[src/sv/rtttl_melody_parser_assert.svh]
// Assertion macros shared by the melody parser RTL.
// Expects clk and rst_n in the scope of each use.
`ifndef RTTTL_MELODY_PARSER_ASSERT_SVH
`define RTTTL_MELODY_PARSER_ASSERT_SVH

// Consequent must hold in the same cycle as the antecedent.
`define RMP_ASSERT_SAME(label, ante, cons, msg) \
    label: assert property (@(posedge clk) disable iff (!rst_n) (ante) |-> (cons)) \
        else $error(msg);

// Consequent must hold in the cycle after the antecedent.
`define RMP_ASSERT_NEXT(label, ante, cons, msg) \
    label: assert property (@(posedge clk) disable iff (!rst_n) (ante) |=> (cons)) \
        else $error(msg);

`endif

[src/sv/rmp_pkg.sv]
// Types, character codes and helpers for the melody parser.
// No dependencies; used by rmp_div and rtttl_melody_parser.
`default_nettype none

package rmp_pkg;

    localparam int DIVIDEND_W = 18;
    localparam int DIVISOR_W  = 8;
    localparam int ACC_W      = 10;

    localparam logic [DIVIDEND_W-1:0] BEAT_NUM      = 18'd240000;
    localparam logic [DIVIDEND_W-1:0] BEAT_ALL_ONES = 18'h3FFFF;

    localparam logic [7:0] FB_DURATION_RESET = 8'd4;
    localparam logic [3:0] FB_OCTAVE_RESET   = 4'd6;
    localparam logic [7:0] FB_BPM_RESET      = 8'd63;
    localparam logic [DIVIDEND_W-1:0] BEAT_RESET = DIVIDEND_W'(240000 / 63);

    localparam logic [7:0] CH_NUL   = 8'h00;
    localparam logic [7:0] CH_HASH  = 8'h23;
    localparam logic [7:0] CH_DOT   = 8'h2E;
    localparam logic [7:0] CH_COMMA = 8'h2C;
    localparam logic [7:0] CH_COLON = 8'h3A;
    localparam logic [7:0] CH_P_UP  = 8'h50;
    localparam logic [7:0] CH_P_LOW = 8'h70;
    localparam logic [7:0] CH_D_LOW = 8'h64;
    localparam logic [7:0] CH_O_LOW = 8'h6F;
    localparam logic [7:0] CH_B_LOW = 8'h62;

    // Configuration register indexes
    localparam logic [1:0] REG_FB_DURATION = 2'd0;
    localparam logic [1:0] REG_FB_OCTAVE   = 2'd1;
    localparam logic [1:0] REG_FB_BPM      = 2'd2;

    typedef enum logic [2:0] {
        ST_IDLE,
        ST_BEAT,
        ST_NOTE,
        ST_EMIT,
        ST_END
    } seq_state_t;

    typedef enum logic [1:0] {
        PH_TITLE,
        PH_HEADER,
        PH_NOTES,
        PH_DONE
    } parse_phase_t;

    typedef enum logic [1:0] {
        KEY_NONE,
        KEY_DUR,
        KEY_OCT,
        KEY_BPM
    } header_key_t;

    typedef enum logic [2:0] {
        SUB_START,
        SUB_DUR,
        SUB_LETTER,
        SUB_SHARP,
        SUB_DOT,
        SUB_OCT
    } sub_phase_t;

    typedef struct packed {
        logic busy;
        logic done;
    } div_sts_t;

    function automatic logic is_digit(input logic [7:0] c);
        return (c >= 8'h30) && (c <= 8'h39);
    endfunction

    function automatic logic is_alpha(input logic [7:0] c);
        return ((c >= 8'h41) && (c <= 8'h5A)) || ((c >= 8'h61) && (c <= 8'h7A));
    endfunction

    // acc * 10 + digit, kept to the accumulator width
    function automatic logic [ACC_W-1:0] acc_push(input logic [ACC_W-1:0] acc,
                                                  input logic [3:0] digit);
        logic [ACC_W-1:0] x8;
        logic [ACC_W-1:0] x2;
        x8 = {acc[ACC_W-4:0], 3'b000};
        x2 = {acc[ACC_W-2:0], 1'b0};
        return x8 + x2 + {{(ACC_W-4){1'b0}}, digit};
    endfunction

endpackage

`default_nettype wire

[src/sv/rmp_div.sv]
// Shared restoring divider, one quotient bit per cycle.
// Depends on rmp_pkg and rtttl_melody_parser_assert.svh.
`default_nettype none

`include "rtttl_melody_parser_assert.svh"

module rmp_div (
    input  wire logic                           clk,
    input  wire logic                           rst_n,
    input  wire logic                           start,
    input  wire logic [rmp_pkg::DIVIDEND_W-1:0] dividend,
    input  wire logic [rmp_pkg::DIVISOR_W-1:0]  divisor,
    output rmp_pkg::div_sts_t                   sts,
    output logic [rmp_pkg::DIVIDEND_W-1:0]      quotient
);

    localparam int DD_W  = rmp_pkg::DIVIDEND_W;
    localparam int DV_W  = rmp_pkg::DIVISOR_W;
    localparam int CNT_W = $clog2(DD_W);
    localparam logic [CNT_W-1:0] LAST_STEP = CNT_W'(DD_W - 1);

    logic             busy_reg, busy_next;
    logic             done_reg, done_next;
    logic [CNT_W-1:0] cnt_reg, cnt_next;
    logic [DD_W-1:0]  quot_reg, quot_next;
    logic [DV_W-1:0]  rem_reg, rem_next;
    logic [DV_W-1:0]  dvs_reg, dvs_next;

    logic [DV_W:0] trial;
    logic [DV_W:0] diff;
    logic          fits;

    assign trial = {rem_reg, quot_reg[DD_W-1]};
    assign diff  = trial - {1'b0, dvs_reg};
    assign fits  = trial >= {1'b0, dvs_reg};

    always_comb
    begin
        busy_next = busy_reg;
        done_next = 1'b0;
        cnt_next  = cnt_reg;
        quot_next = quot_reg;
        rem_next  = rem_reg;
        dvs_next  = dvs_reg;
        if (start)
        begin
            busy_next = 1'b1;
            cnt_next  = '0;
            quot_next = dividend;
            rem_next  = '0;
            dvs_next  = divisor;
        end
        else if (busy_reg)
        begin
            quot_next = {quot_reg[DD_W-2:0], fits};
            rem_next  = fits ? diff[DV_W-1:0] : trial[DV_W-1:0];
            cnt_next  = cnt_reg + 1'b1;
            if (cnt_reg == LAST_STEP)
            begin
                busy_next = 1'b0;
                done_next = 1'b1;
            end
        end
    end

    always_ff @(posedge clk or negedge rst_n)
    begin
        if (!rst_n)
        begin
            busy_reg <= 1'b0;
            done_reg <= 1'b0;
            cnt_reg  <= '0;
        end
        else
        begin
            busy_reg <= busy_next;
            done_reg <= done_next;
            cnt_reg  <= cnt_next;
        end
    end

    always_ff @(posedge clk)
    begin
        quot_reg <= quot_next;
        rem_reg  <= rem_next;
        dvs_reg  <= dvs_next;
    end

    assign sts.busy = busy_reg;
    assign sts.done = done_reg;
    assign quotient = quot_reg;

    `RMP_ASSERT_SAME(a_no_restart, start, !busy_reg, "divider started while busy")
    `RMP_ASSERT_NEXT(a_done_single, done_reg, !done_reg && !busy_reg, "done not a single pulse")

endmodule

`default_nettype wire

[src/sv/rtttl_melody_parser.sv]
// Ringtone text parser top level: character parser, sequencer and result register.
// Depends on rmp_pkg, rmp_div and rtttl_melody_parser_assert.svh.
//
// Channel   Direction  Handshake             Payload
// input     in         in_valid / in_stall   text_char, song_start
// result    out        out_valid / out_stall note_letter, is_sharp, note_octave,
//                                            length_ms, song_end, run_last
// config    in         cfg_valid / cfg_ready cfg_index, cfg_data
//
// Most characters cause no stall. A character that closes a note, or the b= value
// or the title colon, waits on the shared 18-step divider unless its divisor is zero.
// A closing NUL after a note also sends the end marker after the note's result.
// Reset loads the fallback registers and starts in title skip.
// A stalled result is held in the output register; the next character is taken meanwhile.
`default_nettype none

`include "rtttl_melody_parser_assert.svh"

module rtttl_melody_parser #(
    parameter int MAX_DIGITS   = 3,
    parameter int LENGTH_WIDTH = 16
) (
    input  wire logic                    clk,
    input  wire logic                    rst_n,
    input  wire logic                    in_valid,
    output logic                         in_stall,
    input  wire logic [7:0]              text_char,
    input  wire logic                    song_start,
    output logic                         out_valid,
    input  wire logic                    out_stall,
    output logic [7:0]                   note_letter,
    output logic                         is_sharp,
    output logic [3:0]                   note_octave,
    output logic [LENGTH_WIDTH-1:0]      length_ms,
    output logic                         song_end,
    output logic                         run_last,
    input  wire logic                    cfg_valid,
    output logic                         cfg_ready,
    input  wire logic [1:0]              cfg_index,
    input  wire logic [7:0]              cfg_data
);

    localparam int DD_W   = rmp_pkg::DIVIDEND_W;
    localparam int ACC_W  = rmp_pkg::ACC_W;
    localparam int DCNT_W = $clog2(MAX_DIGITS + 1);
    localparam int SUM_W  = DD_W + 1;
    localparam int EXT_W  = (LENGTH_WIDTH > SUM_W) ? LENGTH_WIDTH : SUM_W;
    localparam logic [EXT_W-1:0] LMAX = EXT_W'((64'd1 << LENGTH_WIDTH) - 64'd1);
    localparam logic [DCNT_W-1:0] DCNT_MAX = DCNT_W'(MAX_DIGITS);

    // configuration
    logic [7:0] fb_dur_reg;
    logic [3:0] fb_oct_reg;
    logic [7:0] fb_bpm_reg;

    // sequencer and parser state
    rmp_pkg::seq_state_t   state_reg, state_next;
    rmp_pkg::parse_phase_t phase_reg, phase_next;
    rmp_pkg::header_key_t  key_reg, key_next;
    rmp_pkg::sub_phase_t   sub_reg, sub_next;
    logic [ACC_W-1:0]      acc_reg, acc_next;
    logic [DCNT_W-1:0]     dcnt_reg, dcnt_next;
    logic [7:0]            def_div_reg, def_div_next;
    logic [3:0]            def_oct_reg, def_oct_next;
    logic [DD_W-1:0]       beat_reg, beat_next;
    logic [7:0]            p_letter_reg, p_letter_next;
    logic                  p_sharp_reg, p_sharp_next;
    logic                  p_dot_reg, p_dot_next;
    logic [3:0]            p_oct_reg, p_oct_next;
    logic [7:0]            p_div_reg, p_div_next;
    logic                  p_pend_reg, p_pend_next;

    // note being emitted
    logic [7:0] e_letter_reg, e_letter_next;
    logic       e_sharp_reg, e_sharp_next;
    logic [3:0] e_oct_reg, e_oct_next;
    logic       e_dot_reg, e_dot_next;
    logic       e_zero_reg, e_zero_next;
    logic       end_pend_reg, end_pend_next;

    // result register
    logic                    out_valid_reg, out_valid_next;
    logic [7:0]              o_letter_reg, o_letter_next;
    logic                    o_sharp_reg, o_sharp_next;
    logic [3:0]              o_oct_reg, o_oct_next;
    logic [LENGTH_WIDTH-1:0] o_len_reg, o_len_next;
    logic                    o_end_reg, o_end_next;
    logic                    o_last_reg, o_last_next;

    // divider
    logic                 div_start;
    logic [DD_W-1:0]      div_dividend;
    logic [7:0]           div_divisor;
    rmp_pkg::div_sts_t    div_sts;
    logic [DD_W-1:0]      div_quot;

    logic accept;
    logic out_free;
    logic [SUM_W-1:0] len_sum;
    logic [SUM_W-1:0] len_raw;
    logic [EXT_W-1:0] len_ext;
    logic [LENGTH_WIDTH-1:0] len_final;

    rmp_div u_div (
        .clk      (clk),
        .rst_n    (rst_n),
        .start    (div_start),
        .dividend (div_dividend),
        .divisor  (div_divisor),
        .sts      (div_sts),
        .quotient (div_quot)
    );

    assign in_stall  = (state_reg != rmp_pkg::ST_IDLE);
    assign accept    = in_valid && !in_stall;
    assign out_free  = !out_valid_reg || !out_stall;
    assign cfg_ready = 1'b1;

    // length = quotient, plus half of it when dotted, saturated
    assign len_sum   = {1'b0, div_quot} + {2'b00, div_quot[DD_W-1:1]};
    assign len_raw   = e_dot_reg ? len_sum : {1'b0, div_quot};
    assign len_ext   = EXT_W'(len_raw);
    assign len_final = (e_zero_reg || (len_ext > LMAX)) ? LMAX[LENGTH_WIDTH-1:0]
                                                        : len_ext[LENGTH_WIDTH-1:0];

    always_comb
    begin
        logic       emit;
        logic       endm;
        logic       beat_go;
        logic [7:0] beat_dvs;
        logic       cont;
        logic [7:0] c;

        state_next    = state_reg;
        phase_next    = phase_reg;
        key_next      = key_reg;
        sub_next      = sub_reg;
        acc_next      = acc_reg;
        dcnt_next     = dcnt_reg;
        def_div_next  = def_div_reg;
        def_oct_next  = def_oct_reg;
        beat_next     = beat_reg;
        p_letter_next = p_letter_reg;
        p_sharp_next  = p_sharp_reg;
        p_dot_next    = p_dot_reg;
        p_oct_next    = p_oct_reg;
        p_div_next    = p_div_reg;
        p_pend_next   = p_pend_reg;
        e_letter_next = e_letter_reg;
        e_sharp_next  = e_sharp_reg;
        e_oct_next    = e_oct_reg;
        e_dot_next    = e_dot_reg;
        e_zero_next   = e_zero_reg;
        end_pend_next = end_pend_reg;

        out_valid_next = out_valid_reg && out_stall;
        o_letter_next  = o_letter_reg;
        o_sharp_next   = o_sharp_reg;
        o_oct_next     = o_oct_reg;
        o_len_next     = o_len_reg;
        o_end_next     = o_end_reg;
        o_last_next    = o_last_reg;

        div_start    = 1'b0;
        div_dividend = beat_reg;
        div_divisor  = p_div_reg;

        emit     = 1'b0;
        endm     = 1'b0;
        beat_go  = 1'b0;
        beat_dvs = fb_bpm_reg;
        cont     = 1'b1;
        c        = text_char;

        case (state_reg)
            rmp_pkg::ST_IDLE:
            begin
                if (accept)
                begin
                    if (song_start)
                    begin
                        phase_next    = rmp_pkg::PH_TITLE;
                        key_next      = rmp_pkg::KEY_NONE;
                        sub_next      = rmp_pkg::SUB_START;
                        p_letter_next = '0;
                        p_sharp_next  = 1'b0;
                        p_dot_next    = 1'b0;
                        p_oct_next    = '0;
                        p_div_next    = '0;
                        p_pend_next   = 1'b0;
                        acc_next      = '0;
                        dcnt_next     = '0;
                    end

                    if (phase_next == rmp_pkg::PH_DONE)
                    begin
                        // drop everything until the next song start
                    end
                    else if (c == rmp_pkg::CH_NUL)
                    begin
                        emit          = (phase_next == rmp_pkg::PH_NOTES) && p_pend_next;
                        endm          = 1'b1;
                        phase_next    = rmp_pkg::PH_DONE;
                        sub_next      = rmp_pkg::SUB_START;
                        p_letter_next = '0;
                        p_sharp_next  = 1'b0;
                        p_dot_next    = 1'b0;
                        p_oct_next    = '0;
                        p_div_next    = '0;
                        p_pend_next   = 1'b0;
                        acc_next      = '0;
                        dcnt_next     = '0;
                    end
                    else if (phase_next == rmp_pkg::PH_TITLE)
                    begin
                        if (c == rmp_pkg::CH_COLON)
                        begin
                            phase_next   = rmp_pkg::PH_HEADER;
                            key_next     = rmp_pkg::KEY_NONE;
                            acc_next     = '0;
                            dcnt_next    = '0;
                            def_div_next = fb_dur_reg;
                            def_oct_next = fb_oct_reg;
                            beat_go      = 1'b1;
                            beat_dvs     = fb_bpm_reg;
                        end
                    end
                    else if (phase_next == rmp_pkg::PH_HEADER)
                    begin
                        if (c == rmp_pkg::CH_COMMA || c == rmp_pkg::CH_COLON)
                        begin
                            case (key_next)
                                rmp_pkg::KEY_DUR: def_div_next = acc_next[7:0];
                                rmp_pkg::KEY_OCT: def_oct_next = acc_next[3:0];
                                rmp_pkg::KEY_BPM:
                                begin
                                    beat_go  = 1'b1;
                                    beat_dvs = acc_next[7:0];
                                end
                                default: ;
                            endcase
                            key_next  = rmp_pkg::KEY_NONE;
                            acc_next  = '0;
                            dcnt_next = '0;
                            if (c == rmp_pkg::CH_COLON)
                            begin
                                phase_next    = rmp_pkg::PH_NOTES;
                                sub_next      = rmp_pkg::SUB_START;
                                p_letter_next = '0;
                                p_sharp_next  = 1'b0;
                                p_dot_next    = 1'b0;
                                p_oct_next    = '0;
                                p_div_next    = '0;
                                p_pend_next   = 1'b0;
                            end
                        end
                        else if (key_next == rmp_pkg::KEY_NONE)
                        begin
                            if (c == rmp_pkg::CH_D_LOW)
                                key_next = rmp_pkg::KEY_DUR;
                            else if (c == rmp_pkg::CH_O_LOW)
                                key_next = rmp_pkg::KEY_OCT;
                            else if (c == rmp_pkg::CH_B_LOW)
                                key_next = rmp_pkg::KEY_BPM;
                            acc_next  = '0;
                            dcnt_next = '0;
                        end
                        else if (rmp_pkg::is_digit(c) && (dcnt_next < DCNT_MAX))
                        begin
                            acc_next  = rmp_pkg::acc_push(acc_next, c[3:0]);
                            dcnt_next = dcnt_next + 1'b1;
                        end
                    end
                    else
                    begin
                        // note phase: modifiers after the letter, else close the note
                        if (sub_next == rmp_pkg::SUB_LETTER || sub_next == rmp_pkg::SUB_SHARP ||
                            sub_next == rmp_pkg::SUB_DOT || sub_next == rmp_pkg::SUB_OCT)
                        begin
                            if (c == rmp_pkg::CH_HASH && sub_next == rmp_pkg::SUB_LETTER)
                            begin
                                p_sharp_next = 1'b1;
                                sub_next     = rmp_pkg::SUB_SHARP;
                                cont         = 1'b0;
                            end
                            else if (c == rmp_pkg::CH_DOT && (sub_next == rmp_pkg::SUB_LETTER ||
                                     sub_next == rmp_pkg::SUB_SHARP))
                            begin
                                p_dot_next = 1'b1;
                                sub_next   = rmp_pkg::SUB_DOT;
                                cont       = 1'b0;
                            end
                            else if (rmp_pkg::is_digit(c) && sub_next != rmp_pkg::SUB_OCT)
                            begin
                                p_oct_next = c[3:0];
                                sub_next   = rmp_pkg::SUB_OCT;
                                cont       = 1'b0;
                            end
                            else
                            begin
                                emit        = 1'b1;
                                p_pend_next = 1'b0;
                                sub_next    = rmp_pkg::SUB_START;
                                if (c == rmp_pkg::CH_COMMA)
                                    cont = 1'b0;
                            end
                        end

                        if (cont)
                        begin
                            if (sub_next == rmp_pkg::SUB_DUR && !rmp_pkg::is_alpha(c))
                            begin
                                if (rmp_pkg::is_digit(c) && (dcnt_next < DCNT_MAX))
                                begin
                                    acc_next  = rmp_pkg::acc_push(acc_next, c[3:0]);
                                    dcnt_next = dcnt_next + 1'b1;
                                end
                            end
                            else if (sub_next == rmp_pkg::SUB_START && rmp_pkg::is_digit(c))
                            begin
                                acc_next  = {{(ACC_W-4){1'b0}}, c[3:0]};
                                dcnt_next = DCNT_W'(1);
                                sub_next  = rmp_pkg::SUB_DUR;
                            end
                            else
                            begin
                                p_div_next    = (dcnt_next != '0) ? acc_next[7:0] : def_div_reg;
                                p_letter_next = c;
                                p_sharp_next  = 1'b0;
                                p_dot_next    = 1'b0;
                                p_oct_next    = def_oct_reg;
                                p_pend_next   = 1'b1;
                                sub_next      = rmp_pkg::SUB_LETTER;
                                acc_next      = '0;
                                dcnt_next     = '0;
                            end
                        end
                    end

                    if (beat_go)
                    begin
                        if (beat_dvs == '0)
                            beat_next = rmp_pkg::BEAT_ALL_ONES;
                        else
                        begin
                            div_start    = 1'b1;
                            div_dividend = rmp_pkg::BEAT_NUM;
                            div_divisor  = beat_dvs;
                            state_next   = rmp_pkg::ST_BEAT;
                        end
                    end
                    else if (emit)
                    begin
                        // latch the closing note; a pause drops letter, sharp and octave
                        if (p_letter_reg == rmp_pkg::CH_P_UP || p_letter_reg == rmp_pkg::CH_P_LOW)
                        begin
                            e_letter_next = '0;
                            e_sharp_next  = 1'b0;
                            e_oct_next    = '0;
                        end
                        else
                        begin
                            e_letter_next = p_letter_reg;
                            e_sharp_next  = p_sharp_reg;
                            e_oct_next    = p_oct_reg;
                        end
                        e_dot_next    = p_dot_reg;
                        e_zero_next   = (p_div_reg == '0);
                        end_pend_next = endm;
                        if (p_div_reg == '0)
                            state_next = rmp_pkg::ST_EMIT;
                        else
                        begin
                            div_start    = 1'b1;
                            div_dividend = beat_reg;
                            div_divisor  = p_div_reg;
                            state_next   = rmp_pkg::ST_NOTE;
                        end
                    end
                    else if (endm)
                        state_next = rmp_pkg::ST_END;
                end
            end

            rmp_pkg::ST_BEAT:
            begin
                if (div_sts.done)
                begin
                    beat_next  = div_quot;
                    state_next = rmp_pkg::ST_IDLE;
                end
            end

            rmp_pkg::ST_NOTE:
            begin
                if (div_sts.done)
                    state_next = rmp_pkg::ST_EMIT;
            end

            rmp_pkg::ST_EMIT:
            begin
                if (out_free)
                begin
                    out_valid_next = 1'b1;
                    o_letter_next  = e_letter_reg;
                    o_sharp_next   = e_sharp_reg;
                    o_oct_next     = e_oct_reg;
                    o_len_next     = len_final;
                    o_end_next     = 1'b0;
                    o_last_next    = !end_pend_reg;
                    state_next     = end_pend_reg ? rmp_pkg::ST_END : rmp_pkg::ST_IDLE;
                end
            end

            rmp_pkg::ST_END:
            begin
                if (out_free)
                begin
                    out_valid_next = 1'b1;
                    o_letter_next  = '0;
                    o_sharp_next   = 1'b0;
                    o_oct_next     = '0;
                    o_len_next     = '0;
                    o_end_next     = 1'b1;
                    o_last_next    = 1'b1;
                    end_pend_next  = 1'b0;
                    state_next     = rmp_pkg::ST_IDLE;
                end
            end

            default:
                state_next = rmp_pkg::ST_IDLE;
        endcase
    end

    always_ff @(posedge clk or negedge rst_n)
    begin
        if (!rst_n)
        begin
            fb_dur_reg <= rmp_pkg::FB_DURATION_RESET;
            fb_oct_reg <= rmp_pkg::FB_OCTAVE_RESET;
            fb_bpm_reg <= rmp_pkg::FB_BPM_RESET;
        end
        else if (cfg_valid && cfg_ready)
        begin
            case (cfg_index)
                rmp_pkg::REG_FB_DURATION: fb_dur_reg <= cfg_data;
                rmp_pkg::REG_FB_OCTAVE:   fb_oct_reg <= cfg_data[3:0];
                rmp_pkg::REG_FB_BPM:      fb_bpm_reg <= cfg_data;
                default: ;
            endcase
        end
    end

    always_ff @(posedge clk or negedge rst_n)
    begin
        if (!rst_n)
        begin
            state_reg     <= rmp_pkg::ST_IDLE;
            phase_reg     <= rmp_pkg::PH_TITLE;
            key_reg       <= rmp_pkg::KEY_NONE;
            sub_reg       <= rmp_pkg::SUB_START;
            acc_reg       <= '0;
            dcnt_reg      <= '0;
            def_div_reg   <= rmp_pkg::FB_DURATION_RESET;
            def_oct_reg   <= rmp_pkg::FB_OCTAVE_RESET;
            beat_reg      <= rmp_pkg::BEAT_RESET;
            p_letter_reg  <= '0;
            p_sharp_reg   <= 1'b0;
            p_dot_reg     <= 1'b0;
            p_oct_reg     <= '0;
            p_div_reg     <= '0;
            p_pend_reg    <= 1'b0;
            end_pend_reg  <= 1'b0;
            out_valid_reg <= 1'b0;
        end
        else
        begin
            state_reg     <= state_next;
            phase_reg     <= phase_next;
            key_reg       <= key_next;
            sub_reg       <= sub_next;
            acc_reg       <= acc_next;
            dcnt_reg      <= dcnt_next;
            def_div_reg   <= def_div_next;
            def_oct_reg   <= def_oct_next;
            beat_reg      <= beat_next;
            p_letter_reg  <= p_letter_next;
            p_sharp_reg   <= p_sharp_next;
            p_dot_reg     <= p_dot_next;
            p_oct_reg     <= p_oct_next;
            p_div_reg     <= p_div_next;
            p_pend_reg    <= p_pend_next;
            end_pend_reg  <= end_pend_next;
            out_valid_reg <= out_valid_next;
        end
    end

    always_ff @(posedge clk)
    begin
        e_letter_reg <= e_letter_next;
        e_sharp_reg  <= e_sharp_next;
        e_oct_reg    <= e_oct_next;
        e_dot_reg    <= e_dot_next;
        e_zero_reg   <= e_zero_next;
        o_letter_reg <= o_letter_next;
        o_sharp_reg  <= o_sharp_next;
        o_oct_reg    <= o_oct_next;
        o_len_reg    <= o_len_next;
        o_end_reg    <= o_end_next;
        o_last_reg   <= o_last_next;
    end

    assign out_valid   = out_valid_reg;
    assign note_letter = o_letter_reg;
    assign is_sharp    = o_sharp_reg;
    assign note_octave = o_oct_reg;
    assign length_ms   = o_len_reg;
    assign song_end    = o_end_reg;
    assign run_last    = o_last_reg;

    `RMP_ASSERT_SAME(a_stall_while_div, div_sts.busy, in_stall, "input taken while divider busy")
    `RMP_ASSERT_SAME(a_end_is_last, out_valid && song_end, run_last, "end marker not last")
    `RMP_ASSERT_SAME(a_done_in_wait, div_sts.done,
        state_reg == rmp_pkg::ST_BEAT || state_reg == rmp_pkg::ST_NOTE,
        "divider result with no sequencer waiting")
    `RMP_ASSERT_NEXT(a_end_follows_note,
        state_reg == rmp_pkg::ST_EMIT && out_free && end_pend_reg,
        state_reg == rmp_pkg::ST_END, "end marker lost after final note")

endmodule

`default_nettype wire

[config.mk]
export PLATFORM = sky130hd
export DESIGN_NAME = rtttl_melody_parser
export DESIGN_NICKNAME = d
export VERILOG_FILES = /design/src/sv/rmp_pkg.sv /design/src/sv/rmp_div.sv /design/src/sv/rtttl_melody_parser.sv
export VERILOG_INCLUDE_DIRS = /design/src /design/src/sv
export SDC_FILE = /design/constraint.sdc
export NUM_CORES = 1
export LEC_CHECK = 0
export ABC_AREA = 1
export BUFFER_PORTS_ARGS = -buffer_cell sky130_fd_sc_hd__buf_2
export CORE_UTILIZATION = 45
export CTS_BUF_LIST = sky130_fd_sc_hd__clkbuf_2 sky130_fd_sc_hd__clkbuf_4 sky130_fd_sc_hd__clkbuf_8
export DETAILED_ROUTE_END_ITERATION = 8
export MAX_ROUTING_LAYER = met4
export REMOVE_ABC_BUFFERS = 1
export SYNTH_ARGS = -nofsm -noshare
export SYNTH_HDL_FRONTEND = slang
export SYNTH_SLANG_ARGS = --single-unit
[constraint.sdc]
create_clock -name clk -period 2.5 [get_ports clk]
set_input_delay 0.375 -clock clk [delete_from_list [all_inputs] [get_ports clk]]
set_output_delay 0.375 -clock clk [all_outputs]
set_load 0.03 [all_outputs]
==> out/qor.csv <==
stage,metric,value,unit
sta,tightest_slew,664,ps
sta,finClkSkew,25.2,ps
setup_path,criticalPathCategory,reg2reg,
setup_path,start_kind,flop,
setup_path,reg2reg_slack,-70,ps
yosys,syn_area,12100,um2
sta,maxSlewViolCount,0,
grt,grt-ovfl-total,0,
yosys,syn_avg_cell_area,7.25,um2
setup_path,critPathBufInv,4,
final_layout,fin_nets,1947,
setup_path,cp.depth,14,
clock_network,cts-root-buf,clkbuf_8,
setup_path,reg2reg_to,length_ms[3],
clock_network,cts_buffers,17,
die,die-area,27500,um2
final_layout,areaGrowthSynthToFinish,23.0,%
power,p_per_area,1050,nW/um2
sta,finalSetupTns,-796,ps
yosys,synth_seq_cells,182,
clock_network,clockBufferDepth,2,
final_layout,finish.instance_area,14800,um2
routing,drt_iter0_markers,975,
routing,first_pass_iters,7,
final_layout,num_antenna_cells,0,
power,power.total,0.0156,W
grt,grt_max_degree,43,
yosys,yosysTopAreaCell,edfxtp_1,
die,num_rows,59,
place,placed_area,14000,um2
power,peakVddDrop,0.464,mV
setup_path,worstPathArrival,2800,ps
hold_path,hp-class,in2reg,
yosys,yosys.area.top_type_share,17.9,%
yosys,async_flop_share,56.0,%
yosys,synth_compound_area_share,13.4,%
setup_path,setup.worst_path.end,length_ms[3],
setup_path,critPathMaxFanout,6,
die,die_x,166,um
routing,drcViolationCount,5,
routing,ant_nets,0,
die,start_util,46.0,%
grt,grt_pass1_vias,11350,
place,numPortBuffers,56,
final_layout,drive_gt1_share,22.8,%
outcome,status,finished with violations,
setup_path,crit_path_start,u_div.quotient[9],
setup_path,reg2reg_depth,14,
sta,fin_crit,2570,ps
clock_network,clock-sinks,182,
die,ios,58,
sta,setup_ws,-70.4,ps
clock_network,cts_max_level,4,
final_layout,stdcell_count,2227,
yosys,ys_seq_area_share,40.6,%
die,core,26200,um2
outcome,failed_checks,"DRC, setup timing",
yosys,synthMuxAreaShare,0,%
place,gp_congestion,0.964,
die,die_h,166,um
routing,vias,11823,
setup_path,required,2730,ps
place,place_hpwl,26900,um
setup_path,crit_chain,ha_1 -> nand2_1 -> nor2_2 -> inv_1 -> nor3_1 -> buf_4 -> nand4_1 -> nand3_1 -> nand2_2 -> xor2_4 -> buf_6 -> nand3_2 -> nand2_1 -> inv_1,
setup_path,r2r-start,u_div.quotient[9],
yosys,synth.area.top_cells,"edfxtp_1 (18%), dfrtp_1 (17%), nand2_1 (14%)",
setup_path,slowest_delay,470,ps
sta,rsz0062_at_grt,true,
flow_run,drv_cap,0,
yosys,synth_edf_count,72,
sta,final_hold_viol_count,0,
routing,wl_per_cell,16.1,um
clock_network,tritoncts,done,
sta,finalCritPeriodShare,103,%
yosys,yosysWarningCount,0,
yosys,synth_xor_area_share,1.52,%
routing,viasPerCell,5.31,
sta,fmaxAchievable,389,MHz
yosys,synth_cell_types,52,
routing,wl,35900,um
sta,slew_headroom,55.7,%
setup_path,cp-end-kind,flop,
yosys,synth-simple-area-share,30.2,%
place,place_inst,2174,
yosys,synthCells,1665,
setup_path,cp_top_family,simple AND/OR/NAND/NOR gates,
clock_network,clkTransAtPathRegs,110,ps
grt,grt_pass1_wl,57600,um
clock_network,clkLatencyLatePin,490,ps
power,p_leak,7.17,nW
setup_path,slowest_stage,edfxtp_1,
grt,grt_antenna_before_repair,0,
yosys,yosys.area_share.adder,4.81,%
grt,grt_usage,27.2,%
yosys,synth_top_family_by_area,simple AND/OR/NAND/NOR gates,
sta,holdWs,143,ps
yosys,yosys_most_used_dff,dfrtp_1,
sta,setup_viol,16,
[per-stage QoR]
stage	util [%]	setup WS, ps
global placement	53.3	-291
CTS	55.5	-95.5
global route	56.7	-198
detailed placement	53.3	-381
finish	56.7	-70.4
floorplan	-	-1600
[cell usage in the layout, fill, tap and decap left out, types with 8 or more instances in the layout]
cell / Yosys / layout
nand2_1: 449 / 444
inv_1: 209 / 201
buf_4: 3 / 191
nand3_1: 162 / 147
nor2_1: 154 / 142
o21ai_0: 119 / 105
dfrtp_1: 83 / 83
edfxtp_1: 72 / 72
a21oi_1: 77 / 68
buf_2: 11 / 55
a31oi_1: 39 / 37
ha_1: 40 / 34
nand3_2: 4 / 19
dfstp_2: 19 / 19
inv_2: 10 / 18
nand4_1: 18 / 18
clkbuf_8: 0 / 17
o21ai_1: 6 / 16
xor2_1: 16 / 14
nor2_2: 5 / 12
nor2_4: 5 / 10
nor3_1: 11 / 10
a21oi_2: 1 / 10
nand2_2: 5 / 9
buf_12: 0 / 8
dfxtp_1: 8 / 8
[metal layers]
layer | routed length, um | GRT usage (%) | part of all wire, % | vias up
li1 | - | - | - | 5900
met1 | 16100 | 34.9 | 45 | 5513
met5 | 0 | - | 0 | -
met2 | 17300 | 44.6 | 48 | 359
met3 | 1760 | 3.55 | 4.9 | 51
met4 | 726 | 8.57 | 2.0 | 0
[cells in the mapped netlist (all sizes together) (5+ instances only)]
master	instances
nand3	167
o211ai	7
xor2	16
inv	219
a31oi	39
o21a	5
nand2	457
o21ai	128
nor2	164
a21boi	11
dfxtp	8
a21oi	78
dfstp	19
ha	40
buf	22
clkbuf	45
edfxtp	72
o22ai	7
dfrtp	83
xnor2	5
or2	9
nand4	19
nor3	16
[how the worst min path moves through the flow]
stage / depth (start not counted) / slack, ps / from / to
2_1_floorplan: 0 / 80 / rst_n / acc_reg[0]
3_3_place_gp: 1 / 340 / rst_n / u_div.cnt_reg[3]
3_5_place_dp: 1 / 330 / rst_n / u_div.cnt_reg[4]
4_1_cts: 3 / 120 / cfg_data[2] / fb_bpm_reg[2]
5_1_grt: 3 / 140 / cfg_data[2] / fb_dur_reg[2]
6_report: 3 / 140 / cfg_data[2] / fb_bpm_reg[2]
[worst reg2reg max path, stage by stage, from the launching register on]
cell,delay (ps)
edfxtp_1,470
ha_1,340
nand2_1,90
nor2_2,140
inv_1,80
nor3_1,130
buf_4,160
nand4_1,80
nand3_1,130
nand2_2,100
xor2_4,260
buf_6,170
nand3_2,70
nand2_1,60
inv_1,50
[repair_timing]
action	4_1_cts	5_1_grt
pin swaps	9	36
endpoints found under the hold margin	19	0
endpoints found under the setup margin	21	88
gates cloned	2	0
buffers inserted	7	11
gates resized for setup	41	62
hold buffers	1	0
[power breakdown]
part           internal [W]  switching [W]  leakage [nW]  total, W
clock              0.000757        0.00131         0.192   0.00207
sequential          0.00418       0.000643          1.99   0.00482
combinational       0.00341        0.00527          4.99   0.00868
[area by class of cell]
cell class,instances,area (um2)
Fill cell,2529,11400
Multi-Input combinational cell,1195,6340
Sequential cell,182,4900
Timing Repair Buffer,262,1960
Inverter,221,830
Tap cell,335,419
Clock buffer,17,234
Clock inverter,15,168
[cell families after synthesis]
logic type / after synthesis
simple gates: 840
compound gates: 289
buf+inv: 288
flops: 182
fa+ha+maj: 44
xor+xnor: 21
other cells: 1
Note: power is estimated with default switching activity, not from simulation.
